### src/design/kalman_angle_bias_filter_top_macros.svh
// Assertion macros shared by the Kalman filter block.
// Each macro takes a label, an antecedent, a consequent and a message.
`ifndef KALMAN_ANGLE_BIAS_FILTER_TOP_MACROS_SVH
`define KALMAN_ANGLE_BIAS_FILTER_TOP_MACROS_SVH
`ifndef SYNTHESIS
`define KABF_ASSERT_IMP(lbl, ante, cons, msg) \
	lbl: assert property (@(posedge clk) disable iff (!arst_n) (ante) |-> (cons)) else $error(msg);
`define KABF_ASSERT_NXT(lbl, ante, cons, msg) \
	lbl: assert property (@(posedge clk) disable iff (!arst_n) (ante) |=> (cons)) else $error(msg);
`else
`define KABF_ASSERT_IMP(lbl, ante, cons, msg)
`define KABF_ASSERT_NXT(lbl, ante, cons, msg)
`endif
`endif

### src/design/kabf_pkg.sv
package kabf_pkg;

	// Field and datapath widths.
	localparam int DATA_W      = 32;
	localparam int MEAS_W      = 25;
	localparam int DT_W        = 17;
	localparam int NOISE_W     = 31;
	localparam int CFG_DATA_W  = 32;
	localparam int CFG_IDX_W   = 2;
	localparam int MUL_MW      = 40;
	localparam int MUL_BW      = 33;
	localparam int MUL_PW      = MUL_MW + 1 + MUL_BW;
	localparam int DIV_NW      = 32;
	localparam int DIV_SW      = 34;
	localparam int DIV_DW      = 64;
	localparam int WIDE_W      = 80;

	// Default fraction bits.
	localparam int ANGLE_FRAC_BITS_DEF = 16;
	localparam int COV_FRAC_BITS_DEF   = 30;

	// Register reset values.
	localparam logic [DT_W-1:0]    DT_RST = 17'd655;
	localparam logic [NOISE_W-1:0] QA_RST = 31'd1073742;
	localparam logic [NOISE_W-1:0] QB_RST = 31'd3221225;
	localparam logic [NOISE_W-1:0] R_RST  = 31'd32212255;

	// Register indexes.
	localparam logic [CFG_IDX_W-1:0] REG_TIME_STEP = 2'd0;
	localparam logic [CFG_IDX_W-1:0] REG_Q_ANGLE   = 2'd1;
	localparam logic [CFG_IDX_W-1:0] REG_Q_BIAS    = 2'd2;
	localparam logic [CFG_IDX_W-1:0] REG_R_MEAS    = 2'd3;

	// Sequencer states.
	typedef enum logic [2:0] {
		ST_IDLE,
		ST_PREP,
		ST_ISSUE,
		ST_WAIT,
		ST_DONE
	} state_t;

	// Arithmetic steps of one update, in order.
	typedef enum logic [3:0] {
		OP_DT_RATE,
		OP_DT_P11,
		OP_DT_B,
		OP_DT_QB,
		OP_DIV_K0,
		OP_DIV_K1,
		OP_K0_Y,
		OP_K1_Y,
		OP_K0_N00,
		OP_K0_N01,
		OP_K1_N00,
		OP_K1_N01
	} op_t;

	// Phases of the serial arithmetic units.
	typedef enum logic [1:0] {
		PH_IDLE,
		PH_RUN,
		PH_FIX,
		PH_RND
	} phase_t;

	typedef struct packed {
		logic                     start;
		logic                     cov;
		logic signed [MUL_MW-1:0] m;
		logic signed [MUL_BW-1:0] b;
	} mul_req_t;

	typedef struct packed {
		logic                     start;
		logic signed [DIV_NW-1:0] num;
		logic signed [DIV_SW-1:0] den;
	} div_req_t;

	typedef struct packed {
		logic busy;
		logic done;
	} unit_sts_t;

	// Saturate a wide signed value to 32 bits.
	function automatic logic signed [DATA_W-1:0] sat32(input logic signed [WIDE_W-1:0] x);
		logic signed [DATA_W-1:0] r;
		if (x > 80'sd2147483647) begin
			r = 32'sh7fffffff;
		end else if (x < -80'sd2147483648) begin
			r = 32'sh80000000;
		end else begin
			r = x[DATA_W-1:0];
		end
		return r;
	endfunction

endpackage

### src/design/kabf_mul.sv
module kabf_mul import kabf_pkg::*; #(
	parameter int ANGLE_FRAC_BITS = ANGLE_FRAC_BITS_DEF,
	parameter int COV_FRAC_BITS   = COV_FRAC_BITS_DEF
) (
	input  logic                     clk,
	input  logic                     arst_n,
	input  mul_req_t                 req,
	output unit_sts_t                sts,
	output logic signed [MUL_PW-1:0] res
);

	localparam int CW = $clog2(MUL_BW + 1);

	phase_t                   phase_q, phase_nx;
	logic signed [MUL_MW:0]   acc_q;
	logic [MUL_BW-1:0]        lo_q;
	logic signed [MUL_MW-1:0] m_q;
	logic                     neg_q;
	logic                     cov_q;
	logic [CW-1:0]            cnt_q;
	logic signed [MUL_PW-1:0] prod_q;
	logic signed [MUL_PW-1:0] res_q;
	logic                     done_q;
	logic signed [MUL_MW+1:0] sum;
	logic signed [MUL_PW-1:0] half;
	logic signed [MUL_PW-1:0] raw;

	// One multiplier bit per cycle: add the multiplicand, then shift right.
	assign sum  = lo_q[0] ? ((MUL_MW+2)'(acc_q) + (MUL_MW+2)'(m_q)) : (MUL_MW+2)'(acc_q);
	assign raw  = {acc_q, lo_q};
	assign half = cov_q ? (MUL_PW'(1) <<< (COV_FRAC_BITS - 1))
		: (MUL_PW'(1) <<< (ANGLE_FRAC_BITS - 1));

	// Phase sequencing.
	always_comb begin
		phase_nx = phase_q;
		case (phase_q)
			PH_IDLE: if (req.start) phase_nx = PH_RUN;
			PH_RUN:  if (cnt_q == CW'(MUL_BW - 1)) phase_nx = PH_FIX;
			PH_FIX:  phase_nx = PH_RND;
			PH_RND:  phase_nx = PH_IDLE;
			default: phase_nx = PH_IDLE;
		endcase
	end

	always_ff @(posedge clk or negedge arst_n) begin
		if (!arst_n) begin
			phase_q <= PH_IDLE;
			done_q  <= 1'b0;
		end else begin
			phase_q <= phase_nx;
			done_q  <= (phase_q == PH_RND);
		end
	end

	// Datapath registers.
	always_ff @(posedge clk) begin
		case (phase_q)
			PH_IDLE: begin
				if (req.start) begin
					m_q   <= req.m;
					cov_q <= req.cov;
					neg_q <= req.b[MUL_BW-1];
					lo_q  <= req.b[MUL_BW-1] ? MUL_BW'(-req.b) : MUL_BW'(req.b);
					acc_q <= '0;
					cnt_q <= '0;
				end
			end
			PH_RUN: begin
				acc_q <= sum[MUL_MW+1:1];
				lo_q  <= {sum[0], lo_q[MUL_BW-1:1]};
				cnt_q <= cnt_q + CW'(1);
			end
			PH_FIX: begin
				prod_q <= neg_q ? -raw : raw;
			end
			PH_RND: begin
				res_q <= (prod_q + half) >>> (cov_q ? COV_FRAC_BITS : ANGLE_FRAC_BITS);
			end
			default: begin
			end
		endcase
	end

	assign sts.busy = (phase_q != PH_IDLE);
	assign sts.done = done_q;
	assign res      = res_q;

endmodule

### src/design/kabf_div.sv
module kabf_div import kabf_pkg::*; #(
	parameter int COV_FRAC_BITS = COV_FRAC_BITS_DEF
) (
	input  logic                     clk,
	input  logic                     arst_n,
	input  div_req_t                 req,
	output unit_sts_t                sts,
	output logic signed [DATA_W-1:0] res
);

	localparam int CW = $clog2(DIV_DW + 1);
	localparam int RW = DIV_SW + 1;

	phase_t                   phase_q, phase_nx;
	logic [DIV_DW-1:0]        dvd_q;
	logic [DIV_DW-1:0]        quo_q;
	logic [DIV_SW-1:0]        dmag_q;
	logic [RW-1:0]            rem_q;
	logic                     neg_q;
	logic [CW-1:0]            cnt_q;
	logic signed [DATA_W-1:0] res_q;
	logic                     done_q;
	logic [RW-1:0]            rsh;
	logic                     ge;
	logic [DIV_NW:0]          nmag;

	// Restoring division, one quotient bit per cycle.
	assign rsh  = {rem_q[RW-2:0], dvd_q[DIV_DW-1]};
	assign ge   = (rsh >= RW'(dmag_q));
	assign nmag = req.num[DIV_NW-1] ? (DIV_NW+1)'(-(DIV_NW+1)'(req.num))
		: (DIV_NW+1)'(req.num);

	// Phase sequencing.
	always_comb begin
		phase_nx = phase_q;
		case (phase_q)
			PH_IDLE: if (req.start) phase_nx = PH_RUN;
			PH_RUN:  if (cnt_q == CW'(DIV_DW - 1)) phase_nx = PH_FIX;
			PH_FIX:  phase_nx = PH_IDLE;
			default: phase_nx = PH_IDLE;
		endcase
	end

	always_ff @(posedge clk or negedge arst_n) begin
		if (!arst_n) begin
			phase_q <= PH_IDLE;
			done_q  <= 1'b0;
		end else begin
			phase_q <= phase_nx;
			done_q  <= (phase_q == PH_FIX);
		end
	end

	// Datapath registers.
	always_ff @(posedge clk) begin
		case (phase_q)
			PH_IDLE: begin
				if (req.start) begin
					dvd_q  <= DIV_DW'(nmag) << COV_FRAC_BITS;
					dmag_q <= req.den[DIV_SW-1] ? DIV_SW'(-req.den) : DIV_SW'(req.den);
					neg_q  <= req.num[DIV_NW-1] ^ req.den[DIV_SW-1];
					rem_q  <= '0;
					quo_q  <= '0;
					cnt_q  <= '0;
				end
			end
			PH_RUN: begin
				rem_q <= ge ? (rsh - RW'(dmag_q)) : rsh;
				quo_q <= {quo_q[DIV_DW-2:0], ge};
				dvd_q <= {dvd_q[DIV_DW-2:0], 1'b0};
				cnt_q <= cnt_q + CW'(1);
			end
			PH_FIX: begin
				// Apply the sign and saturate the quotient to 32 bits.
				if (!neg_q && quo_q > DIV_DW'(32'h7fffffff)) begin
					res_q <= 32'sh7fffffff;
				end else if (neg_q && quo_q > DIV_DW'(32'h80000000)) begin
					res_q <= 32'sh80000000;
				end else begin
					res_q <= neg_q ? -$signed(quo_q[DATA_W-1:0]) : $signed(quo_q[DATA_W-1:0]);
				end
			end
			default: begin
			end
		endcase
	end

	assign sts.busy = (phase_q != PH_IDLE);
	assign sts.done = done_q;
	assign res      = res_q;

endmodule

### src/design/kalman_angle_bias_filter_top.sv
// Two-state Kalman filter for an angle and a gyro bias.
// Input stream: s_tdata carries measured_angle and measured_rate, s_tuser the
// command (0 update, 1 set the angle). Output stream: m_tdata carries angle_out
// and rate_out. The cfg channel writes time_step, the two process noise terms
// and the measurement noise; it is always ready. It must be written while idle;
// the block itself does not enforce this. An update runs twelve arithmetic
// steps, skipping both divisions when the innovation variance is zero, on one
// bit-serial multiplier and one bit-serial restoring divider. One request is
// worked on at a time. The result sits in an output register, so the next
// request is accepted while it waits. If the receiver stalls longer than the
// next request takes, the sequencer holds that result in its final state until
// the register frees up. Reset clears the angle, bias, rate and covariance and
// loads the default configuration; no clearing pass is needed.
`include "kalman_angle_bias_filter_top_macros.svh"
module kalman_angle_bias_filter_top import kabf_pkg::*; #(
	parameter int ANGLE_FRAC_BITS = ANGLE_FRAC_BITS_DEF,
	parameter int COV_FRAC_BITS   = COV_FRAC_BITS_DEF
) (
	input  logic                  clk,
	input  logic                  arst_n,
	input  logic                  s_tvalid,
	output logic                  s_tready,
	input  logic [55:0]           s_tdata,  // measured_angle[24:0], measured_rate[49:25]
	input  logic                  s_tuser,  // command
	output logic                  m_tvalid,
	input  logic                  m_tready,
	output logic [63:0]           m_tdata,  // angle_out[31:0], rate_out[63:32]
	input  logic                  cfg_valid,
	output logic                  cfg_ready,
	input  logic [CFG_IDX_W-1:0]  cfg_index,
	input  logic [CFG_DATA_W-1:0] cfg_data
);

	state_t                   state_q, state_nx;
	op_t                      op_q;
	logic [DT_W-1:0]          dt_q;
	logic [NOISE_W-1:0]       qa_q, qb_q, r_q;
	logic signed [DATA_W-1:0] angle_q, bias_q, rate_q;
	logic signed [DATA_W-1:0] p00_q, p01_q, p10_q, p11_q;
	logic signed [DATA_W-1:0] n00_q, n01_q, n10_q, n11_q;
	logic signed [DATA_W-1:0] k0_q, k1_q, y_q;
	logic signed [MUL_MW-1:0] b_q;
	logic signed [DIV_SW-1:0] s_q;
	logic signed [MEAS_W-1:0] meas_q, gyro_q;
	logic [63:0]              out_q;
	logic                     out_vld_q;
	mul_req_t                 mul_req;
	div_req_t                 div_req;
	unit_sts_t                mul_sts, div_sts;
	logic signed [MUL_PW-1:0] mr;
	logic signed [DATA_W-1:0] dq;
	logic signed [DIV_SW-1:0] s_sum;
	logic                     unit_done;
	logic                     out_free;
	logic                     in_acc;

	kabf_mul #(
		.ANGLE_FRAC_BITS(ANGLE_FRAC_BITS),
		.COV_FRAC_BITS(COV_FRAC_BITS)
	) u_mul (
		.clk(clk),
		.arst_n(arst_n),
		.req(mul_req),
		.sts(mul_sts),
		.res(mr)
	);

	kabf_div #(
		.COV_FRAC_BITS(COV_FRAC_BITS)
	) u_div (
		.clk(clk),
		.arst_n(arst_n),
		.req(div_req),
		.sts(div_sts),
		.res(dq)
	);

	assign s_tready  = (state_q == ST_IDLE);
	assign in_acc    = s_tvalid && s_tready;
	assign cfg_ready = 1'b1;
	assign out_free  = !out_vld_q || m_tready;
	assign s_sum     = DIV_SW'(n00_q) + DIV_SW'({1'b0, r_q});
	assign unit_done = (op_q == OP_DIV_K0 || op_q == OP_DIV_K1) ? div_sts.done : mul_sts.done;
	assign m_tvalid  = out_vld_q;
	assign m_tdata   = out_q;

	// Configuration registers.
	always_ff @(posedge clk or negedge arst_n) begin
		if (!arst_n) begin
			dt_q <= DT_RST;
			qa_q <= QA_RST;
			qb_q <= QB_RST;
			r_q  <= R_RST;
		end else if (cfg_valid && cfg_ready) begin
			case (cfg_index)
				REG_TIME_STEP: dt_q <= cfg_data[DT_W-1:0];
				REG_Q_ANGLE:   qa_q <= cfg_data[NOISE_W-1:0];
				REG_Q_BIAS:    qb_q <= cfg_data[NOISE_W-1:0];
				REG_R_MEAS:    r_q  <= cfg_data[NOISE_W-1:0];
				default: begin
				end
			endcase
		end
	end

	// Next state.
	always_comb begin
		state_nx = state_q;
		case (state_q)
			ST_IDLE:  if (in_acc) state_nx = s_tuser ? ST_DONE : ST_PREP;
			ST_PREP:  state_nx = ST_ISSUE;
			ST_ISSUE: state_nx = ST_WAIT;
			ST_WAIT:  if (unit_done) state_nx = (op_q == OP_K1_N01) ? ST_DONE : ST_ISSUE;
			ST_DONE:  if (out_free) state_nx = ST_IDLE;
			default:  state_nx = ST_IDLE;
		endcase
	end

	// Operand selection for the arithmetic units.
	always_comb begin
		mul_req       = '0;
		div_req       = '0;
		mul_req.start = (state_q == ST_ISSUE) && !(op_q == OP_DIV_K0 || op_q == OP_DIV_K1);
		div_req.start = (state_q == ST_ISSUE) && (op_q == OP_DIV_K0 || op_q == OP_DIV_K1);
		div_req.den   = s_q;
		div_req.num   = (op_q == OP_DIV_K1) ? n10_q : n00_q;
		case (op_q)
			OP_DT_RATE: begin
				mul_req.m = MUL_MW'(rate_q);
				mul_req.b = {16'd0, dt_q};
			end
			OP_DT_P11: begin
				mul_req.m = MUL_MW'(p11_q);
				mul_req.b = {16'd0, dt_q};
			end
			OP_DT_B: begin
				mul_req.m = b_q;
				mul_req.b = {16'd0, dt_q};
			end
			OP_DT_QB: begin
				mul_req.m = {9'd0, qb_q};
				mul_req.b = {16'd0, dt_q};
			end
			OP_K0_Y: begin
				mul_req.cov = 1'b1;
				mul_req.m   = MUL_MW'(y_q);
				mul_req.b   = MUL_BW'(k0_q);
			end
			OP_K1_Y: begin
				mul_req.cov = 1'b1;
				mul_req.m   = MUL_MW'(y_q);
				mul_req.b   = MUL_BW'(k1_q);
			end
			OP_K0_N00: begin
				mul_req.cov = 1'b1;
				mul_req.m   = MUL_MW'(n00_q);
				mul_req.b   = MUL_BW'(k0_q);
			end
			OP_K0_N01: begin
				mul_req.cov = 1'b1;
				mul_req.m   = MUL_MW'(n01_q);
				mul_req.b   = MUL_BW'(k0_q);
			end
			OP_K1_N00: begin
				mul_req.cov = 1'b1;
				mul_req.m   = MUL_MW'(n00_q);
				mul_req.b   = MUL_BW'(k1_q);
			end
			OP_K1_N01: begin
				mul_req.cov = 1'b1;
				mul_req.m   = MUL_MW'(n01_q);
				mul_req.b   = MUL_BW'(k1_q);
			end
			default: begin
			end
		endcase
	end

	// Control state and the output register.
	always_ff @(posedge clk or negedge arst_n) begin
		if (!arst_n) begin
			state_q   <= ST_IDLE;
			op_q      <= OP_DT_RATE;
			out_vld_q <= 1'b0;
		end else begin
			state_q <= state_nx;
			if (state_q == ST_PREP) begin
				op_q <= OP_DT_RATE;
			end else if (state_q == ST_WAIT && unit_done) begin
				if (op_q == OP_DT_QB && s_sum == '0) begin
					op_q <= OP_K0_Y;
				end else if (op_q != OP_K1_N01) begin
					op_q <= op_t'(op_q + 4'd1);
				end
			end
			if (state_q == ST_DONE && out_free) begin
				out_vld_q <= 1'b1;
			end else if (m_tready) begin
				out_vld_q <= 1'b0;
			end
		end
	end

	// Filter state.
	always_ff @(posedge clk or negedge arst_n) begin
		if (!arst_n) begin
			angle_q <= '0;
			bias_q  <= '0;
			rate_q  <= '0;
			p00_q   <= '0;
			p01_q   <= '0;
			p10_q   <= '0;
			p11_q   <= '0;
		end else begin
			case (state_q)
				ST_IDLE: begin
					if (in_acc && s_tuser) begin
						angle_q <= DATA_W'($signed(s_tdata[MEAS_W-1:0]));
					end
				end
				ST_PREP: begin
					rate_q <= sat32(WIDE_W'(gyro_q) - WIDE_W'(bias_q));
				end
				ST_WAIT: begin
					if (unit_done) begin
						case (op_q)
							OP_DT_RATE: angle_q <= sat32(WIDE_W'(angle_q) + WIDE_W'(mr));
							OP_K0_Y:    angle_q <= sat32(WIDE_W'(angle_q) + WIDE_W'(mr));
							OP_K1_Y:    bias_q  <= sat32(WIDE_W'(bias_q) + WIDE_W'(mr));
							OP_K0_N00:  p00_q   <= sat32(WIDE_W'(n00_q) - WIDE_W'(mr));
							OP_K0_N01:  p01_q   <= sat32(WIDE_W'(n01_q) - WIDE_W'(mr));
							OP_K1_N00:  p10_q   <= sat32(WIDE_W'(n10_q) - WIDE_W'(mr));
							OP_K1_N01:  p11_q   <= sat32(WIDE_W'(n11_q) - WIDE_W'(mr));
							default: begin
							end
						endcase
					end
				end
				default: begin
				end
			endcase
		end
	end

	// Working registers of one update.
	always_ff @(posedge clk) begin
		if (in_acc) begin
			meas_q <= $signed(s_tdata[MEAS_W-1:0]);
			gyro_q <= $signed(s_tdata[2*MEAS_W-1:MEAS_W]);
		end
		if (state_q == ST_DONE && out_free) begin
			out_q <= {rate_q, angle_q};
		end
		if (state_q == ST_WAIT && unit_done) begin
			case (op_q)
				OP_DT_P11: begin
					n01_q <= sat32(WIDE_W'(p01_q) - WIDE_W'(mr));
					n10_q <= sat32(WIDE_W'(p10_q) - WIDE_W'(mr));
					b_q   <= MUL_MW'(WIDE_W'(mr) - WIDE_W'(p01_q) - WIDE_W'(p10_q)
						+ WIDE_W'({1'b0, qa_q}));
				end
				OP_DT_B: begin
					n00_q <= sat32(WIDE_W'(p00_q) + WIDE_W'(mr));
				end
				OP_DT_QB: begin
					n11_q <= sat32(WIDE_W'(p11_q) + WIDE_W'(mr));
					s_q   <= s_sum;
					y_q   <= sat32(WIDE_W'(meas_q) - WIDE_W'(angle_q));
					// A zero innovation variance leaves both gains at zero.
					if (s_sum == '0) begin
						k0_q <= '0;
						k1_q <= '0;
					end
				end
				OP_DIV_K0: k0_q <= dq;
				OP_DIV_K1: k1_q <= dq;
				default: begin
				end
			endcase
		end
	end

	`KABF_ASSERT_IMP(a_units_excl, 1'b1, !(mul_sts.busy && div_sts.busy), "both units busy")
	`KABF_ASSERT_NXT(a_accept_starts, in_acc, state_q == ST_PREP || state_q == ST_DONE, "request not started")
	`KABF_ASSERT_NXT(a_done_holds, state_q == ST_DONE && out_vld_q && !m_tready, state_q == ST_DONE && out_vld_q, "result dropped while stalled")
	`KABF_ASSERT_IMP(a_wait_busy, state_q == ST_WAIT && !unit_done, mul_sts.busy || div_sts.busy, "waiting on an idle unit")

endmodule
### config.mk
export PLATFORM = sky130hd
export DESIGN_NAME = kalman_angle_bias_filter_top
export DESIGN_NICKNAME = d
export VERILOG_FILES = /design/src/design/kabf_pkg.sv /design/src/design/kabf_mul.sv /design/src/design/kabf_div.sv /design/src/design/kalman_angle_bias_filter_top.sv
export VERILOG_INCLUDE_DIRS = /design/src /design/src/design
export SDC_FILE = /design/constraint.sdc
export NUM_CORES = 2
export LEC_CHECK = 0
export ABC_AREA = 0
export CAP_MARGIN = 25
export CELL_PAD_IN_SITES_DETAIL_PLACEMENT = 0
export CELL_PAD_IN_SITES_GLOBAL_PLACEMENT = 2
export CORE_ASPECT_RATIO = 1.5
export CORE_UTILIZATION = 38
export DETAILED_ROUTE_END_ITERATION = 8
export DONT_BUFFER_PORTS = 1
export PLACE_DENSITY = 0.86
export RECOVER_POWER = 25
export SYNTH_ARGS = -nofsm -noshare
export SYNTH_HDL_FRONTEND = slang
export SYNTH_SLANG_ARGS = --single-unit
### constraint.sdc
create_clock -name clk -period 8.4 [get_ports clk]
set_input_delay 2.1 -clock clk [delete_from_list [all_inputs] [get_ports clk]]
set_output_delay 2.1 -clock clk [all_outputs]
set_load 0.005 [all_outputs]
Word level (Yosys, flattened, before mapping)
Index checks and enable logic that the tools add are counted.
- flip-flop bits (word level): 1266
- word-level logic and storage cells: 266
- $add $sub $neg: 27
- magnitude comparators: 27
- equal/unequal tests: 37
- shifts and indexed selects: 1
- multiplexer cells: 72
- bitwise logic cells: 1
- reductions and logical operators: 54
- operators with widths (kind ; number):
    $mux W32 ; 26
    $gt A75 B32 Y1 const B ; 10
    $lt A75 B32 Y1 const B ; 10
    $pmux W73 S10 ; 1
    $sub A32 B74 Y75 ; 6
    $add A32 B74 Y75 ; 4
    $pmux W64 S2 ; 2
    $pmux W32 S2 ; 3
    $mux W33 ; 4
    $mux W64 ; 2
    $pmux W41 S2 ; 1
    $sub A40 B32 Y40 ; 2
    $add A74 B74 Y74 ; 1
    $mux W74 ; 1
    $neg A74 Y74 ; 1
    $sshr A74 B32 Y74 ; 1
    $mux W34 ; 2
    $pmux W34 S2 ; 1
    $gt A33 B32 Y1 const B ; 2
    $lt A33 B32 Y1 const B ; 2
    $pmux W33 S2 ; 1
    $sub A25 B32 Y33 ; 2
    $gt A64 B31 Y1 const B ; 1
    $gt A64 B32 Y1 const B ; 1
    other kinds (55) ; 132

Longest topological paths before layout
- word-level depth: 7
- depth in mapped cells: 22
- mapped depth without buffers: 22

Hierarchy
Synthesis repeated with hierarchy kept, for this count alone.
- cell total of the unflattened synthesis: 12923
- area total of the unflattened synthesis: 111643.3 um^2
- modules (own cells, without submodules) (module ; times used ; cells each ; area each (um^2)):
    kalman_angle_bias_filter_top ; 1 ; 10443 ; 85273.0
    kabf_mul ; 1 ; 1331 ; 14376.3
    kabf_div ; 1 ; 1149 ; 11994.0

Least setup slack after synthesis
Ideal clock, no wire load.
- path type: reg-to-reg
- start point: reg op_q[0]
- end point: reg n11_q[0] (enable)
- setup time: 674 ps
- arrival: 8257 ps
- slack: -531 ps
- cell stages (with the launch flop): 10
- path buffers: 1
- cell sequence: dfrtp_1 inv_1 ha_1 and2_1 nor2_1 mux2i_1 nor3_1 clkbuf_1 nand2_1 nor3_1
- word-level cells in the longest chain between the ends: 5
- elaborated cells between the ends (all ways): 7
- those cells by class: eq/ne: 3; mux: 1; reduce/logical: 3
- ends and longest elaborated chain (element ; line ; text):
    start, declared ; kalman_angle_bias_filter_top.sv:35 ; op_t op_q;
    start signal, assigned ; kalman_angle_bias_filter_top.sv:193 ; op_q <= op_t'(op_q + 4'd1);
    $eq A4 B3 Y1 ; kalman_angle_bias_filter_top.sv:83 ; assign unit_done = (op_q == OP_DIV_K0 || op_q == OP_DIV_K1) ? div_sts.done : mul_sts.done;
    $logic_or A1 B1 Y1 ; kalman_angle_bias_filter_top.sv:83 ;
    $mux W1 ; kalman_angle_bias_filter_top.sv:83 ;
    $logic_and A1 B1 Y1 ; kalman_angle_bias_filter_top.sv:254 ; if (state_q == ST_WAIT && unit_done) begin
    $reduce_and A2 Y1 (no line) * ; - ;
    end signal, assigned ; kalman_angle_bias_filter_top.sv:266 ; n11_q <= sat32(WIDE_W'(p11_q) + WIDE_W'(mr));
    end, declared ; kalman_angle_bias_filter_top.sv:40 ; logic signed [DATA_W-1:0] n00_q, n01_q, n10_q, n11_q;
Every way passes the cells marked *; elsewhere a longest branch is shown, timed or not.
A chain may end at the register's enable or synchronous reset.

Final worst setup path
- start point: reg op_q[2]
- end point: reg p10_q[1]
- word-level cells in the longest chain between the ends: 4
- elaborated cells between the ends (all ways): 6
- those cells by class: eq/ne: 3; mux: 1; reduce/logical: 2
- ends and longest elaborated chain (element ; line ; text):
    $eq A4 B3 Y1 ; kalman_angle_bias_filter_top.sv:83 ;
    $logic_or A1 B1 Y1 ; kalman_angle_bias_filter_top.sv:83 ;
    $mux W1 ; kalman_angle_bias_filter_top.sv:83 ;
    $reduce_and A3 Y1 (no line) * ; - ;
    end signal, assigned ; kalman_angle_bias_filter_top.sv:232 ; OP_K1_N00: p10_q <= sat32(WIDE_W'(n10_q) - WIDE_W'(mr));
    end, declared ; kalman_angle_bias_filter_top.sv:39 ; logic signed [DATA_W-1:0] p00_q, p01_q, p10_q, p11_q;
Marked as above.

==> impl_metrics.ini <==
[logic_synthesis]
synth_area_leaders = edfxtp_1 26%, ha_1 10%, dfrtp_1 7.7%, a21oi_1 4.8%, xnor2_1 4.7%
yosysWarnings = 0
syn_nets = 12097
netlist_instances = 11099
synth_cell_types = 93
avgSynthCellArea_um2 = 8.98
synth_common_cells = 961 x a21oi_1, 882 x nand2_1, 856 x edfxtp_1
synthMuxAreaShare_pct = 2.71
yosys.area_share.adder_pct = 12.3
ys_async_sr_fraction_pct = 28.9
yosys.area.top_type = edfxtp_1
seq_area_frac_synth_pct = 34.6
netlist_area_um2 = 99700
synth-simple-area-share_pct = 17.0
synth_edf_count = 856
synth_top_cell_area_share_pct = 25.8
synth_compound_area_share_pct = 22.3
synth_top_family_by_area = compound AO/OA/AOI/OAI gates
yosysMostFrequentCell = a21oi_1
ys.flop_type = edfxtp_1
ys_seq_elements = 1204
synth-xor-area-share_pct = 7.53

[clock_network]
cts.path.max_buffers = 4
cts_hold_buffers = 0
cts.repair.resized = 0
h-tree-depth = 4
cts_inserted_buffers = 140
post_cts_buffers = 0
clkLatencyLatePin_ns = 0.82
path_clk_slew_ns = 0.07
cts.sinks = 1204
cts_tree = yes
root_buffer = clkbuf_16

[pwr]
power_density_nw_per_um2 = 149
p_leak_nw = 44.3
vdd_drop_max_mv = 0.196

[place]
dpl_cell_area_um2 = 104000
dp_slack_ns = 1.27
place_congestion = 0.973
dp_hpwl_mm = 297
port_buffers = 0
dp_cells = 14342

[worst_setup_path]
arrival_ns = 8.12
crit_buf_inv = 3
worstSetupPathType = flip-flop to flip-flop
crit_family = simple AND/OR/NAND/NOR gates
crit_path_top_delay_cell = clkbuf_1
ff2ff_path_depth = 16
cp-start-kind = flip-flop
r2r-start = op_q[2]$_DFFE_PN0P_
crit_fanout = 71
crit_path_cell_trace = nor2b_2 -> clkbuf_1 -> and2_1 -> nor2_1 -> mux2i_1 -> nor3_2 -> buf_4 -> and3_1 -> and4_1 -> nand4b_1 -> or4_1 -> or4_1 -> or4_1 -> nand2_1 -> buf_4 -> a21oi_1
r2r_slack_ns = 0.96
r2r-end = p10_q[1]$_DFFE_PN0P_
worst_ep_required_time_ns = 9.08
cpMostUsedCell = or4_1
slowest_delay_ns = 1.75
endpoint_kind = flip-flop

[grt]
grt_pass1_wl_mm = 547
antenna_found_initial = 60
grt_usage_pct = 27.7
overflow = 0
grt_start_max_net_pins = 349
grt_pass1_vias = 84027

[floorplan]
core_area_um2 = 261000
start_util_pct = 38.2
die_x_um = 420
die_area_um2 = 265000
num_io_pins = 163
num_rows = 230
die_h_um = 629

[timing]
clock_skew_ns = 0.0372
tns_ns = 0
setup_ws_ns = 0.958
hold_violations = 0
fin_crit_ns = 7.44
clock.fmax_mhz = 134
drv_slew = 562
rsz0062_at_grt = no
finalCritPeriodShare_pct = 88.6
worstMarginPinSlew_ns = 3.28
setup_viol = 0
max_slew_margin_pct = -119

[routing]
drc = 0
firstDrtPassIters = 9
wire_per_inst_um = 25.7
ant_nets = 0
vias = 86973
vias_per_cell = 5.92
routed_wirelength_mm = 377
drt-initial-drc-count = 7476

[outcome]
violations = capacitance limit, slew limit
outcome = finished with violations

[finish]
area_growth_pct = 9.55
fin_nets = 12005
utilization_pct = 41.8
drive_above_1_share_pct = 6.61
layoutNonFillerInstCount = 14684
finish.instance_area_um2 = 109000

[min_path]
holdPathEnd = qb_q[14]$_DFFE_PN0P_
worst_hold_path_type = flip-flop to flip-flop
hold_start = qb_q[14]$_DFFE_PN0P_
holdPathStages = 1

[run]
drv_cap = 7
## stage by stage
stage               hold slack [ns]  total power [mW]
floorplan                     0.445              9.23
global placement              0.488              9.84
detailed placement            0.498              9.88
CTS                           0.513              16.3
global route                  0.530              16.9
finish                        0.512              16.2
## worst register-to-register path: cells and delay by family, from the launching register on
| family | cells | cell delay, ns |
|---|---|---|
| simple gates | 11 | 3.72 |
| buf+inv | 3 | 2.33 |
| flops | 1 | 0.67 |
| mux | 1 | 0.42 |
| compound gates | 1 | 0.16 |
## logic make-up (layout without fill, tap and decap cells)
group / after synthesis / count (layout)
AOI/OAI and AO/OA: 3464 / 3464
adders and majority gates: 935 / 935
xor gates and xnor gates: 857 / 857
DFF: 1204 / 1204
and+or+nand+nor: 3429 / 3429
muxes: 255 / 255
other: 2 / 95
buffers and inverters: 953 / 965
## state kept, by name (all words and copies together) (netlist names), 33 cells and up
register / flops
u_mul.lo_q: 33
b_q: 40
u_mul.m_q: 40
u_div.dmag_q: 34
u_mul.prod_q: 59
u_mul.acc_q: 41
s_q: 33
u_mul.res: 58
u_div.dvd_q: 34
m_tdata: 64
u_div.rem_q: 34
u_div.quo_q: 64
## worst max path at each step
stage                      startpoint                       endpoint  cells past startpoint
6_report          op_q[2]$_DFFE_PN0P_           p10_q[1]$_DFFE_PN0P_                     16
5_1_grt           op_q[2]$_DFFE_PN0P_          p10_q[11]$_DFFE_PN0P_                     16
4_1_cts        u_mul.res[0]$_DFFE_PP_        angle_q[12]$_DFFE_PN0P_                     18
3_5_place_dp   u_mul.res[0]$_DFFE_PP_         angle_q[3]$_DFFE_PN0P_                     18
3_3_place_gp   u_mul.res[0]$_DFFE_PP_         angle_q[3]$_DFFE_PN0P_                     18
2_1_floorplan     op_q[2]$_DFFE_PN0P_  u_mul.acc_q[40]$_SDFFCE_PN0P_                     10
## cell usage in the layout (no fill, tap or decap), types with 121 or more instances in the layout
| cell type | synthesis | routed |
|---|---|---|
| a21o_1 | 492 | 491 |
| o21ai_0 | 718 | 718 |
| mux2_2 | 123 | 123 |
| nor2b_1 | 153 | 152 |
| o21bai_1 | 125 | 125 |
| nand2_1 | 882 | 881 |
| xnor2_1 | 532 | 531 |
| dfrtp_1 | 308 | 308 |
| nand2b_1 | 127 | 126 |
| and3_1 | 191 | 188 |
| a21oi_1 | 961 | 961 |
| edfxtp_1 | 856 | 856 |
| ha_1 | 817 | 817 |
| xor2_1 | 325 | 325 |
| buf_4 | 1 | 212 |
| nor2_1 | 806 | 800 |
| nand4_1 | 163 | 163 |
| a31oi_1 | 122 | 121 |
| inv_1 | 494 | 494 |
| nor3_1 | 239 | 236 |
| nand3_1 | 303 | 302 |
| clkbuf_16 | 0 | 145 |
| mux2i_1 | 132 | 131 |
## area by class of cell
class | count | area [um2]
tap | 3480 | 4350
antenna | 93 | 233
fill | 25953 | 152000
multi-input combinational | 8942 | 62000
clock inverter | 71 | 843
inverter | 494 | 1850
clock buffer | 175 | 3810
timing repair buffer | 225 | 1700
sequential | 1204 | 34500
## routing by layer
metal | global-route usage, % | vias to the layer above | share of wire [%]
li1 | - | 41354 | -
met4 | 23.5 | 12 | 9.6
met5 | 0 | - | 0.017
met2 | 46.0 | 2722 | 47
met3 | 3.74 | 906 | 5.3
met1 | 31.3 | 41979 | 38
## power by group
part / internal (mW) / leakage [nW] / switching, mW
sequential: 6.78 / 11.8 / 0.330
clock: 3.78 / 2.25 / 2.66
combinational: 1.25 / 30.2 / 1.44
(Power assumes the default switching activity.)
